### src/nlsc_pkg.sv
// ----------------------------------------------------------------------------
// nlsc_pkg: shared types and constants of the night light schedule controller
// Payload structs, register indexes, operation codes and ramp arithmetic
// constants used by every module of the block.
// ----------------------------------------------------------------------------
package nlsc_pkg;

  localparam int unsigned TIME_W    = 27;
  localparam int unsigned TEMP_W    = 15;
  localparam int unsigned NIGHT_W   = 13;
  localparam int unsigned ADDR_W    = 4;
  localparam int unsigned DATA_W    = 32;
  localparam int unsigned WIDE_W    = TIME_W + 1;   // time plus ramp length
  localparam int unsigned ELAPSED_W = 22;           // holds up to one hour in ms
  localparam int unsigned PROD_W    = NIGHT_W + ELAPSED_W;
  localparam int unsigned PROD_SHIFT = 7;           // 3600000 = 2^7 * 28125
  localparam int unsigned P7_W      = PROD_W - PROD_SHIFT;
  localparam int unsigned RECIP_W   = 29;
  localparam int unsigned RECIP_SHIFT = 43;
  localparam int unsigned QPROD_W   = P7_W + RECIP_W;

  localparam logic [NIGHT_W-1:0] DAY_K         = 13'd6500;
  localparam logic [NIGHT_W-1:0] NIGHT_RESET_K = 13'd5000;
  localparam logic [WIDE_W-1:0]  RAMP_MS       = 28'd3600000;
  // ceil(2^43 / 28125): exact floor division by 28125 for 28-bit dividends
  localparam logic [RECIP_W-1:0] RECIP_M       = 29'd312749975;

  localparam logic [1:0] OP_TICK        = 2'd0;
  localparam logic [1:0] OP_OVERRIDE    = 2'd1;
  localparam logic [1:0] OP_PREVIEW     = 2'd2;
  localparam logic [1:0] OP_END_PREVIEW = 2'd3;

  localparam logic [1:0] REG_WINDOW_START = 2'd0;
  localparam logic [1:0] REG_WINDOW_END   = 2'd1;
  localparam logic [1:0] REG_NIGHT_TEMP   = 2'd2;
  localparam logic [1:0] REG_PAUSED       = 2'd3;

  typedef struct packed {
    logic [1:0]        operation;
    logic [TIME_W-1:0] time_of_day_ms;
    logic              override_enable;
    logic [TEMP_W-1:0] preview_temperature;
  } nlsc_in_t;

  typedef struct packed {
    logic              temperature_valid;
    logic [TEMP_W-1:0] temperature;
    logic              enable_event;
    logic              enabled_level;
  } nlsc_out_t;

  typedef struct packed {
    logic [TIME_W-1:0]  window_start_ms;
    logic [TIME_W-1:0]  window_end_ms;
    logic [NIGHT_W-1:0] night_temperature;
    logic               schedule_paused;
  } nlsc_cfg_t;

  // Item fields that ride along the target pipeline to the state stage
  typedef struct packed {
    logic [1:0]        operation;
    logic              override_enable;
    logic [TEMP_W-1:0] preview_temperature;
  } nlsc_side_t;

  // Stage load strobes from the handshake control
  typedef struct packed {
    logic ld1;
    logic ld2;
    logic ld3;
  } nlsc_pipe_ctl_t;

endpackage

### src/nlsc_cfg_regs.sv
// ----------------------------------------------------------------------------
// nlsc_cfg_regs: configuration register file
// APB-style write and read of the window, night temperature and pause bit.
// ----------------------------------------------------------------------------
module nlsc_cfg_regs (
  input  logic                        clk,
  input  logic                        rst_n,
  input  logic                        psel,
  input  logic                        penable,
  input  logic                        pwrite,
  input  logic [nlsc_pkg::ADDR_W-1:0] paddr,
  input  logic [nlsc_pkg::DATA_W-1:0] pwdata,
  output logic [nlsc_pkg::DATA_W-1:0] prdata,
  output logic                        pready,
  output nlsc_pkg::nlsc_cfg_t         cfg
);
  import nlsc_pkg::*;

  nlsc_cfg_t  cfg_r;
  logic       wr_en;
  logic [1:0] reg_idx;

  assign pready  = 1'b1;
  assign reg_idx = paddr[ADDR_W-1:2];
  assign wr_en   = psel && penable && pwrite;
  assign cfg     = cfg_r;

  always_ff @(posedge clk) begin
    if (!rst_n) begin
      cfg_r.window_start_ms   <= '0;
      cfg_r.window_end_ms     <= '0;
      cfg_r.night_temperature <= NIGHT_RESET_K;
      cfg_r.schedule_paused   <= 1'b1;
    end else if (wr_en) begin
      case (reg_idx)
        REG_WINDOW_START: cfg_r.window_start_ms   <= pwdata[TIME_W-1:0];
        REG_WINDOW_END:   cfg_r.window_end_ms     <= pwdata[TIME_W-1:0];
        REG_NIGHT_TEMP:   cfg_r.night_temperature <= pwdata[NIGHT_W-1:0];
        REG_PAUSED:       cfg_r.schedule_paused   <= pwdata[0];
        default: ;
      endcase
    end
  end

  always_comb begin
    case (reg_idx)
      REG_WINDOW_START: prdata = DATA_W'(cfg_r.window_start_ms);
      REG_WINDOW_END:   prdata = DATA_W'(cfg_r.window_end_ms);
      REG_NIGHT_TEMP:   prdata = DATA_W'(cfg_r.night_temperature);
      REG_PAUSED:       prdata = DATA_W'(cfg_r.schedule_paused);
      default:          prdata = '0;
    endcase
  end

endmodule

### src/nlsc_target.sv
// ----------------------------------------------------------------------------
// nlsc_target: scheduled target temperature pipeline
// Window compare, ramp product and reciprocal division over three stages.
// ----------------------------------------------------------------------------
module nlsc_target (
  input  logic                         clk,
  input  nlsc_pkg::nlsc_pipe_ctl_t     ctl,
  input  nlsc_pkg::nlsc_cfg_t          cfg,
  input  nlsc_pkg::nlsc_in_t           s0_item,
  output nlsc_pkg::nlsc_side_t         s3_side,
  output logic [nlsc_pkg::NIGHT_W-1:0] sched_target
);
  import nlsc_pkg::*;

  typedef enum logic [1:0] {
    TK_DAY,
    TK_NIGHT,
    TK_RAMP
  } kind_t;

  // stage 0 combinational
  logic [TIME_W-1:0]    t;
  logic [TIME_W-1:0]    ws;
  logic [TIME_W-1:0]    we;
  logic [WIDE_W-1:0]    t_plus;
  logic [WIDE_W-1:0]    e_plus;
  logic                 in_window;
  logic                 ramp_in;
  logic                 ramp_out;
  kind_t                kind0;
  logic [WIDE_W-1:0]    elapsed_w;
  logic                 neg0;
  logic [NIGHT_W-1:0]   absdiff0;
  nlsc_side_t           side0;

  // stage registers
  kind_t                s1_kind_r, s2_kind_r, s3_kind_r;
  logic                 s1_neg_r, s2_neg_r, s3_neg_r;
  nlsc_side_t           s1_side_r, s2_side_r, s3_side_r;
  logic [ELAPSED_W-1:0] s1_elapsed_r;
  logic [NIGHT_W-1:0]   s1_absdiff_r;
  logic [P7_W-1:0]      s2_p7_r;
  logic [NIGHT_W-1:0]   s3_q_r;

  logic [PROD_W-1:0]    prod1;
  logic [QPROD_W-1:0]   qprod2;

  always_comb begin
    t      = s0_item.time_of_day_ms;
    ws     = cfg.window_start_ms;
    we     = cfg.window_end_ms;
    t_plus = WIDE_W'(t) + RAMP_MS;
    e_plus = WIDE_W'(we) + RAMP_MS;

    if (ws > we) begin
      in_window = (t < we) || (t > ws);
    end else begin
      in_window = (t < we) && (t > ws);
    end
    ramp_in  = (t < ws) && (t_plus > WIDE_W'(ws));
    ramp_out = (t > we) && (WIDE_W'(t) < e_plus);

    elapsed_w = '0;
    if (in_window) begin
      kind0 = TK_NIGHT;
    end else if (ramp_in) begin
      kind0     = TK_RAMP;
      elapsed_w = t_plus - WIDE_W'(ws);
    end else if (ramp_out) begin
      kind0     = TK_RAMP;
      elapsed_w = e_plus - WIDE_W'(t);
    end else begin
      kind0 = TK_DAY;
    end

    neg0     = cfg.night_temperature > DAY_K;
    absdiff0 = neg0 ? (cfg.night_temperature - DAY_K) : (DAY_K - cfg.night_temperature);

    side0.operation           = s0_item.operation;
    side0.override_enable     = s0_item.override_enable;
    side0.preview_temperature = s0_item.preview_temperature;
  end

  assign prod1  = PROD_W'(s1_absdiff_r) * PROD_W'(s1_elapsed_r);
  assign qprod2 = QPROD_W'(s2_p7_r) * QPROD_W'(RECIP_M);

  always_ff @(posedge clk) begin
    if (ctl.ld1) begin
      s1_kind_r    <= kind0;
      s1_neg_r     <= neg0;
      s1_side_r    <= side0;
      s1_elapsed_r <= elapsed_w[ELAPSED_W-1:0];
      s1_absdiff_r <= absdiff0;
    end
    if (ctl.ld2) begin
      s2_kind_r <= s1_kind_r;
      s2_neg_r  <= s1_neg_r;
      s2_side_r <= s1_side_r;
      s2_p7_r   <= prod1[PROD_W-1:PROD_SHIFT];
    end
    if (ctl.ld3) begin
      s3_kind_r <= s2_kind_r;
      s3_neg_r  <= s2_neg_r;
      s3_side_r <= s2_side_r;
      s3_q_r    <= qprod2[RECIP_SHIFT +: NIGHT_W];
    end
  end

  always_comb begin
    case (s3_kind_r)
      TK_NIGHT: sched_target = cfg.night_temperature;
      TK_RAMP:  sched_target = s3_neg_r ? (DAY_K + s3_q_r) : (DAY_K - s3_q_r);
      default:  sched_target = DAY_K;
    endcase
  end

  assign s3_side = s3_side_r;

endmodule

### src/nlsc_state.sv
// ----------------------------------------------------------------------------
// nlsc_state: mode state and result register
// Applies override, preview and enable rules and registers the result beat.
// ----------------------------------------------------------------------------
module nlsc_state (
  input  logic                         clk,
  input  logic                         rst_n,
  input  nlsc_pkg::nlsc_cfg_t          cfg,
  input  nlsc_pkg::nlsc_side_t         side,
  input  logic [nlsc_pkg::NIGHT_W-1:0] sched_target,
  input  logic                         fire,
  input  logic                         out_free,
  output logic                         out_valid,
  output nlsc_pkg::nlsc_out_t          out_data
);
  import nlsc_pkg::*;

  typedef enum logic [1:0] {
    OM_NONE,
    OM_OFF,
    OM_ON
  } om_t;

  om_t               om_r, om_nxt;
  logic              sched_active_r, sched_active_nxt;
  logic              eff_on_r, eff_on_nxt;
  logic              preview_r, preview_nxt;
  logic [TEMP_W-1:0] applied_r, applied_nxt;
  logic              out_valid_r;
  nlsc_out_t         out_data_r;

  logic [NIGHT_W-1:0] tgt;
  logic               do_eval;
  logic               evt;
  logic               chg;
  logic               has_res;
  nlsc_out_t          res;

  always_comb begin
    om_nxt           = om_r;
    sched_active_nxt = sched_active_r;
    eff_on_nxt       = eff_on_r;
    preview_nxt      = preview_r;
    applied_nxt      = applied_r;
    tgt              = DAY_K;
    do_eval          = 1'b0;
    evt              = 1'b0;
    chg              = 1'b0;
    has_res          = 1'b0;
    res              = '0;

    case (side.operation)
      OP_TICK: begin
        do_eval = !preview_r;
      end
      OP_OVERRIDE: begin
        if (eff_on_r) begin
          om_nxt = side.override_enable ? OM_NONE : OM_OFF;
        end else begin
          om_nxt = side.override_enable ? OM_ON : OM_NONE;
        end
      end
      OP_PREVIEW: begin
        preview_nxt             = 1'b1;
        applied_nxt             = side.preview_temperature;
        has_res                 = 1'b1;
        res.temperature_valid   = 1'b1;
        res.temperature         = side.preview_temperature;
        res.enable_event        = 1'b0;
        res.enabled_level       = eff_on_r;
      end
      default: begin
        preview_nxt = 1'b0;
        do_eval     = 1'b1;
      end
    endcase

    if (do_eval) begin
      if (!cfg.schedule_paused) begin
        tgt = sched_target;
        // an override clears itself once the schedule reaches its phase
        case (om_r)
          OM_OFF: begin
            if (tgt == DAY_K) begin
              om_nxt = OM_NONE;
            end else begin
              tgt = DAY_K;
            end
          end
          OM_ON: begin
            if (tgt != DAY_K) begin
              om_nxt = OM_NONE;
            end else begin
              tgt = cfg.night_temperature;
            end
          end
          OM_NONE: ;
          default: tgt = cfg.night_temperature;
        endcase
        sched_active_nxt = 1'b1;
        if ((tgt == DAY_K) && eff_on_r) begin
          eff_on_nxt = 1'b0;
          evt        = 1'b1;
        end else if ((tgt != DAY_K) && !eff_on_r) begin
          eff_on_nxt = 1'b1;
          evt        = 1'b1;
        end
      end else begin
        tgt = (om_r == OM_ON) ? cfg.night_temperature : DAY_K;
        if (sched_active_r) begin
          sched_active_nxt = 1'b0;
          eff_on_nxt       = 1'b0;
          evt              = 1'b1;
        end
      end
      chg = TEMP_W'(tgt) != applied_r;
      if (chg) begin
        applied_nxt = TEMP_W'(tgt);
      end
      has_res               = chg || evt;
      res.temperature_valid = chg;
      res.temperature       = applied_nxt;
      res.enable_event      = evt;
      res.enabled_level     = eff_on_nxt;
    end
  end

  always_ff @(posedge clk) begin
    if (!rst_n) begin
      om_r           <= OM_NONE;
      sched_active_r <= 1'b0;
      eff_on_r       <= 1'b0;
      preview_r      <= 1'b0;
      applied_r      <= TEMP_W'(DAY_K);
      out_valid_r    <= 1'b0;
    end else begin
      if (fire) begin
        om_r           <= om_nxt;
        sched_active_r <= sched_active_nxt;
        eff_on_r       <= eff_on_nxt;
        preview_r      <= preview_nxt;
        applied_r      <= applied_nxt;
      end
      if (out_free) begin
        out_valid_r <= fire && has_res;
      end
    end
  end

  always_ff @(posedge clk) begin
    if (out_free && fire && has_res) begin
      out_data_r <= res;
    end
  end

  assign out_valid = out_valid_r;
  assign out_data  = out_data_r;

endmodule

### src/night_light_schedule_controller.sv
// ----------------------------------------------------------------------------
// night_light_schedule_controller: display color temperature scheduler
// A result beat passes the input register, the compare, product and
// reciprocal stages, the state stage and the result register.
// Throughput: one item per cycle unless the result side stalls; the ramp
// multiply and reciprocal divide by 3600000 own a stage each, no iteration.
// Reset: synchronous rst_n clears pipeline valids, mode state and the
// registers to their defaults (window 0..0, night 5000 K, schedule paused).
// ----------------------------------------------------------------------------
module night_light_schedule_controller (
  input  logic                        clk,
  input  logic                        rst_n,
  // item channel
  input  logic                        in_valid,
  output logic                        in_stall,
  input  nlsc_pkg::nlsc_in_t          in_data,
  // result channel
  output logic                        out_valid,
  input  logic                        out_stall,
  output nlsc_pkg::nlsc_out_t         out_data,
  // configuration port
  input  logic                        psel,
  input  logic                        penable,
  input  logic                        pwrite,
  input  logic [nlsc_pkg::ADDR_W-1:0] paddr,
  input  logic [nlsc_pkg::DATA_W-1:0] pwdata,
  output logic [nlsc_pkg::DATA_W-1:0] prdata,
  output logic                        pready
);
  import nlsc_pkg::*;

  nlsc_cfg_t          cfg;
  nlsc_pipe_ctl_t     ctl;
  nlsc_side_t         s3_side;
  logic [NIGHT_W-1:0] sched_target;

  // Stage valids: v0 is the input register, v1..v3 the target pipeline.
  logic v0_r, v1_r, v2_r, v3_r;
  logic rdy0, rdy1, rdy2, rdy3, rdy_out;
  logic fire;
  nlsc_in_t s0_r;

  // A stage takes a new beat when it is empty or its beat moves on.
  // A full stage holds only if later stages are full and the result stalls.
  assign rdy_out = !out_valid || !out_stall;
  assign rdy3    = !v3_r || rdy_out;
  assign rdy2    = !v2_r || rdy3;
  assign rdy1    = !v1_r || rdy2;
  assign rdy0    = !v0_r || rdy1;

  assign in_stall = !rdy0;

  assign ctl.ld1 = v0_r && rdy1;
  assign ctl.ld2 = v1_r && rdy2;
  assign ctl.ld3 = v2_r && rdy3;

  // The state stage commits its item when the result register can take it;
  // items that yield no result still pass through here to update state.
  assign fire = v3_r && rdy_out;

  always_ff @(posedge clk) begin
    if (!rst_n) begin
      v0_r <= 1'b0;
      v1_r <= 1'b0;
      v2_r <= 1'b0;
      v3_r <= 1'b0;
    end else begin
      if (rdy0) v0_r <= in_valid;
      if (rdy1) v1_r <= v0_r;
      if (rdy2) v2_r <= v1_r;
      if (rdy3) v3_r <= v2_r;
    end
  end

  // Capture the item beat on acceptance.
  always_ff @(posedge clk) begin
    if (in_valid && rdy0) begin
      s0_r <= in_data;
    end
  end

  nlsc_cfg_regs u_cfg (
    .clk     (clk),
    .rst_n   (rst_n),
    .psel    (psel),
    .penable (penable),
    .pwrite  (pwrite),
    .paddr   (paddr),
    .pwdata  (pwdata),
    .prdata  (prdata),
    .pready  (pready),
    .cfg     (cfg)
  );

  // Window compare, ramp product and exact divide by one hour.
  nlsc_target u_target (
    .clk          (clk),
    .ctl          (ctl),
    .cfg          (cfg),
    .s0_item      (s0_r),
    .s3_side      (s3_side),
    .sched_target (sched_target)
  );

  // Override, preview and enable rules plus the result register.
  nlsc_state u_state (
    .clk          (clk),
    .rst_n        (rst_n),
    .cfg          (cfg),
    .side         (s3_side),
    .sched_target (sched_target),
    .fire         (fire),
    .out_free     (rdy_out),
    .out_valid    (out_valid),
    .out_data     (out_data)
  );

endmodule

### config.mk
export PLATFORM = sky130hd
export DESIGN_NAME = night_light_schedule_controller
export DESIGN_NICKNAME = d
export VERILOG_FILES = /design/src/nlsc_pkg.sv /design/src/nlsc_cfg_regs.sv /design/src/nlsc_target.sv /design/src/nlsc_state.sv /design/src/night_light_schedule_controller.sv
export SDC_FILE = /design/constraint.sdc
export NUM_CORES = 2
export LEC_CHECK = 0
export BUFFER_PORTS_ARGS = -buffer_cell sky130_fd_sc_hd__buf_4
export CAP_MARGIN = 15
export CORE_MARGIN = 4
export CORE_UTILIZATION = 50
export DETAILED_ROUTE_END_ITERATION = 16
export GPL_ROUTABILITY_DRIVEN = 0
export GPL_TIMING_DRIVEN = 0
export HOLD_SLACK_MARGIN = 0.15
export PLACE_DENSITY = 0.67
export SETUP_SLACK_MARGIN = 0.1
export SYNTH_ARGS = -nofsm -noshare
export SYNTH_HDL_FRONTEND = slang
export SYNTH_SLANG_ARGS = --single-unit
### constraint.sdc
create_clock -name clk -period 11.5 [get_ports clk]
set_input_delay 0 -clock clk [delete_from_list [all_inputs] [get_ports clk]]
set_output_delay 0 -clock clk [all_outputs]
set_load 0.03 [all_outputs]
==> out/results.ini <==
[synthesis]
yosysWarnings = 0
yosys_most_used_dff = edfxtp_1
netlist_area_um2 = 39500
yosysMostFrequentCell = inv_1
synth.top_cell.area_share = 0.254
syn_inst = 4155
yosysTopAreaCell = fa_1
ys_types = 92
synth_common_cells = inv_1 (838), ha_1 (556), fa_1 (501)
synth_edf_count = 202
synthTopCellsByArea = fa_1 (25%), ha_1 (18%), edfxtp_1 (15%)
async_reset_ff_frac = 0
syn_area_per_cell_um2 = 9.50
ys_seq_elements = 295
ys_seq_area_frac = 0.201

[floorplanning]
initial_core_util = 0.507
dieArea_um2 = 83500
placeableCoreArea_um2 = 77800
io_pins = 141
die_w_um = 289
die_y_um = 289
num_rows = 102

[timing]
rsz0062_at_grt = no
skew_ps = 42.2
final-setup-viol-count = 0
slew_headroom = 0.337
timing.final.max_slew_violations = 0
timing.final.crit_period_ps = 8050
fin_crit_sh = 0.700
holdWs_ps = 164
tightest_slew_ps = 995
hold_viol_final = 0
fmax_ghz = 0.124
finalSetupTns_ps = 0

[worst_setup_path]
critPathLaunchType = flop
crit_arrival_ps = 8390
crit_type = reg2reg
r2r_cells = 23
cp-end-kind = flop
r2r_slack_ps = 3450
worstPathRequired_ps = 11840
r2r_start = u_target.s2_p7_r[26]
cp_max_fo = 10
reg2reg_to = u_target.s3_q_r[11]

[cts]
post_cts_buffers = 0
cts_made_buffers = 34
cts_tree = done
cts_root_buf = clkbuf_16
h-tree-depth = 2
clkLatencyLatePin_ps = 580
clock_path_buffers = 3
clkSinkCount = 295
cts_resized = 0
clk_pin_slew_ps = 60

[final_layout]
utilization = 0.567
fin_nets = 5586
drive_gt1_frac = 0.0569
nFillCells = 6886
area_growth_pct = 11.9
final_area_um2 = 44200

[run_status]
status = finished, final reports clean

[routing]
via_per_inst = 5.50
route.detailed.drc = 0
firstDrtPassIters = 6
vias = 30300
drt-wirelength-per-cell_um = 19.1
drtIter0Drc = 2425
totalWireLength_um = 105000
ant_nets = 0

[worst_hold_path]
hold_start = in_data[37]
hp-class = in2reg
whs_endpoint = s0_r[37]
worstHoldPathCells = 2

[placed_design]
hpwl_um = 85500
dpl_cell_area_um2 = 41900
io_buffers = 126

[grt]
grt_first_pass_wirelength_um = 170000
antenna_found_initial = 2
grt_usage = 0.257
grt_pass1_vias = 31400
grt-ovfl-total = 0
grt_max_degree = 33

[flow_run]
drv_cap = 0

## layer usage
layer,up-vias,global-route usage,share of wire
li1,14200,-,-
met1,14800,0.333,0.42
met2,1106,0.443,0.48
met3,252,0.0398,0.066
met4,0,0.0832,0.038
met5,-,0,0
## placed cells by master, fill, tap and decap left out, types with 19 or more instances in the layout
cell type,n
a21oi_1,143
nand3_1,51
nand4_1,40
nor3_1,64
a31oi_1,19
o21a_1,36
nor2b_1,33
mux2i_1,35
o21ai_0,95
buf_4,135
a21o_1,58
nand2b_1,36
ha_1,556
or3_1,20
and3_1,20
nand2_1,425
fa_1,501
a21boi_0,70
xor2_1,28
edfxtp_1,202
a22oi_1,23
xnor2_1,93
clkbuf_1,121
and2_1,124
nor2_1,162
clkbuf_16,37
inv_1,838
dlygate4sd3_1,114
dfxtp_1,93
## worst max-delay path by stage
stage / slack [ps] / startpoint / endpoint / cells past startpoint
after floorplan: 4630 / u_target.s2_p7_r[17] / u_target.s3_q_r[12] / 26
after global placement: 2650 / u_target.s2_p7_r[26] / u_target.s3_q_r[11] / 22
after detailed placement: 3440 / u_target.s2_p7_r[26] / u_target.s3_q_r[11] / 23
after CTS: 3340 / u_target.s2_p7_r[26] / u_target.s3_q_r[11] / 23
after global routing: 2930 / u_target.s2_p7_r[26] / u_target.s3_q_r[11] / 23
final: 3450 / u_target.s2_p7_r[26] / u_target.s3_q_r[11] / 23
## critical path, stage by stage, from the launching register on
cell	delay, ps
edfxtp_1	690
fa_1	620
inv_1	120
fa_1	560
inv_1	60
fa_1	530
fa_1	540
fa_1	540
fa_1	560
inv_1	60
fa_1	540
inv_1	40
ha_1	280
inv_1	40
nor4_1	420
buf_2	260
o2111ai_1	340
nand4_1	300
nand3_1	140
a21boi_0	240
o21ai_0	130
a21boi_0	290
o21ai_0	120
a221oi_1	390
## timing repair
| action | in CTS | in global routing |
|---|---|---|
| endpoints found under the hold margin | 188 | 0 |
| hold buffers | 114 | 0 |
| endpoints found under the setup margin | 0 | 0 |
## cells by family after synthesis
kind of cell	share of synthesized area
buf+inv	0.0970
fa+ha+maj	0.431
other cells	0.000190
simple gates	0.124
flops	0.201
xor+xnor	0.0269
compound gates	0.109
mux	0.0112
## registers in the layout, summed over array words and instances, names as in the netlist, 2 cells and up
name	count
u_state.out_data	18
u_state.om_r	2
u_target.s3_side	18
s0_r	45
u_target.s3_q_r	13
u_target.s2_p7_r	28
u_target.s1_side_r	18
u_target.s3_kind_r	2
u_target.s1_absdiff_r	13
u_state.applied_r	15
u_target.s1_elapsed_r	22
u_target.s2_kind_r	2
u_cfg.cfg	68
u_target.s1_kind_r	2
u_target.s2_side_r	18
## cell type report
class	instances	area (um^2)	share of cell area
timing repair buffer	246	2190	0.0497
sequential	295	7930	0.180
multi-input combinational	2880	27800	0.629
antenna	1	2.50	0.0000567
inverter	838	3150	0.0712
tap	1040	1300	0.0295
buffer	146	681	0.0154
clock buffer	46	983	0.0223
clock inverter	16	159	0.00360
## metrics by stage
step,cells,worst slack [ps]
final,5508,3450
after global routing,5508,2930
after CTS,5507,3340
after detailed placement,5331,3440
after global placement,5325,2650
after floorplan,4159,4630
Power is left out: the tool's default activity adds up to more than one toggle a clock period on the data nets, which glitch-free logic cannot reach.
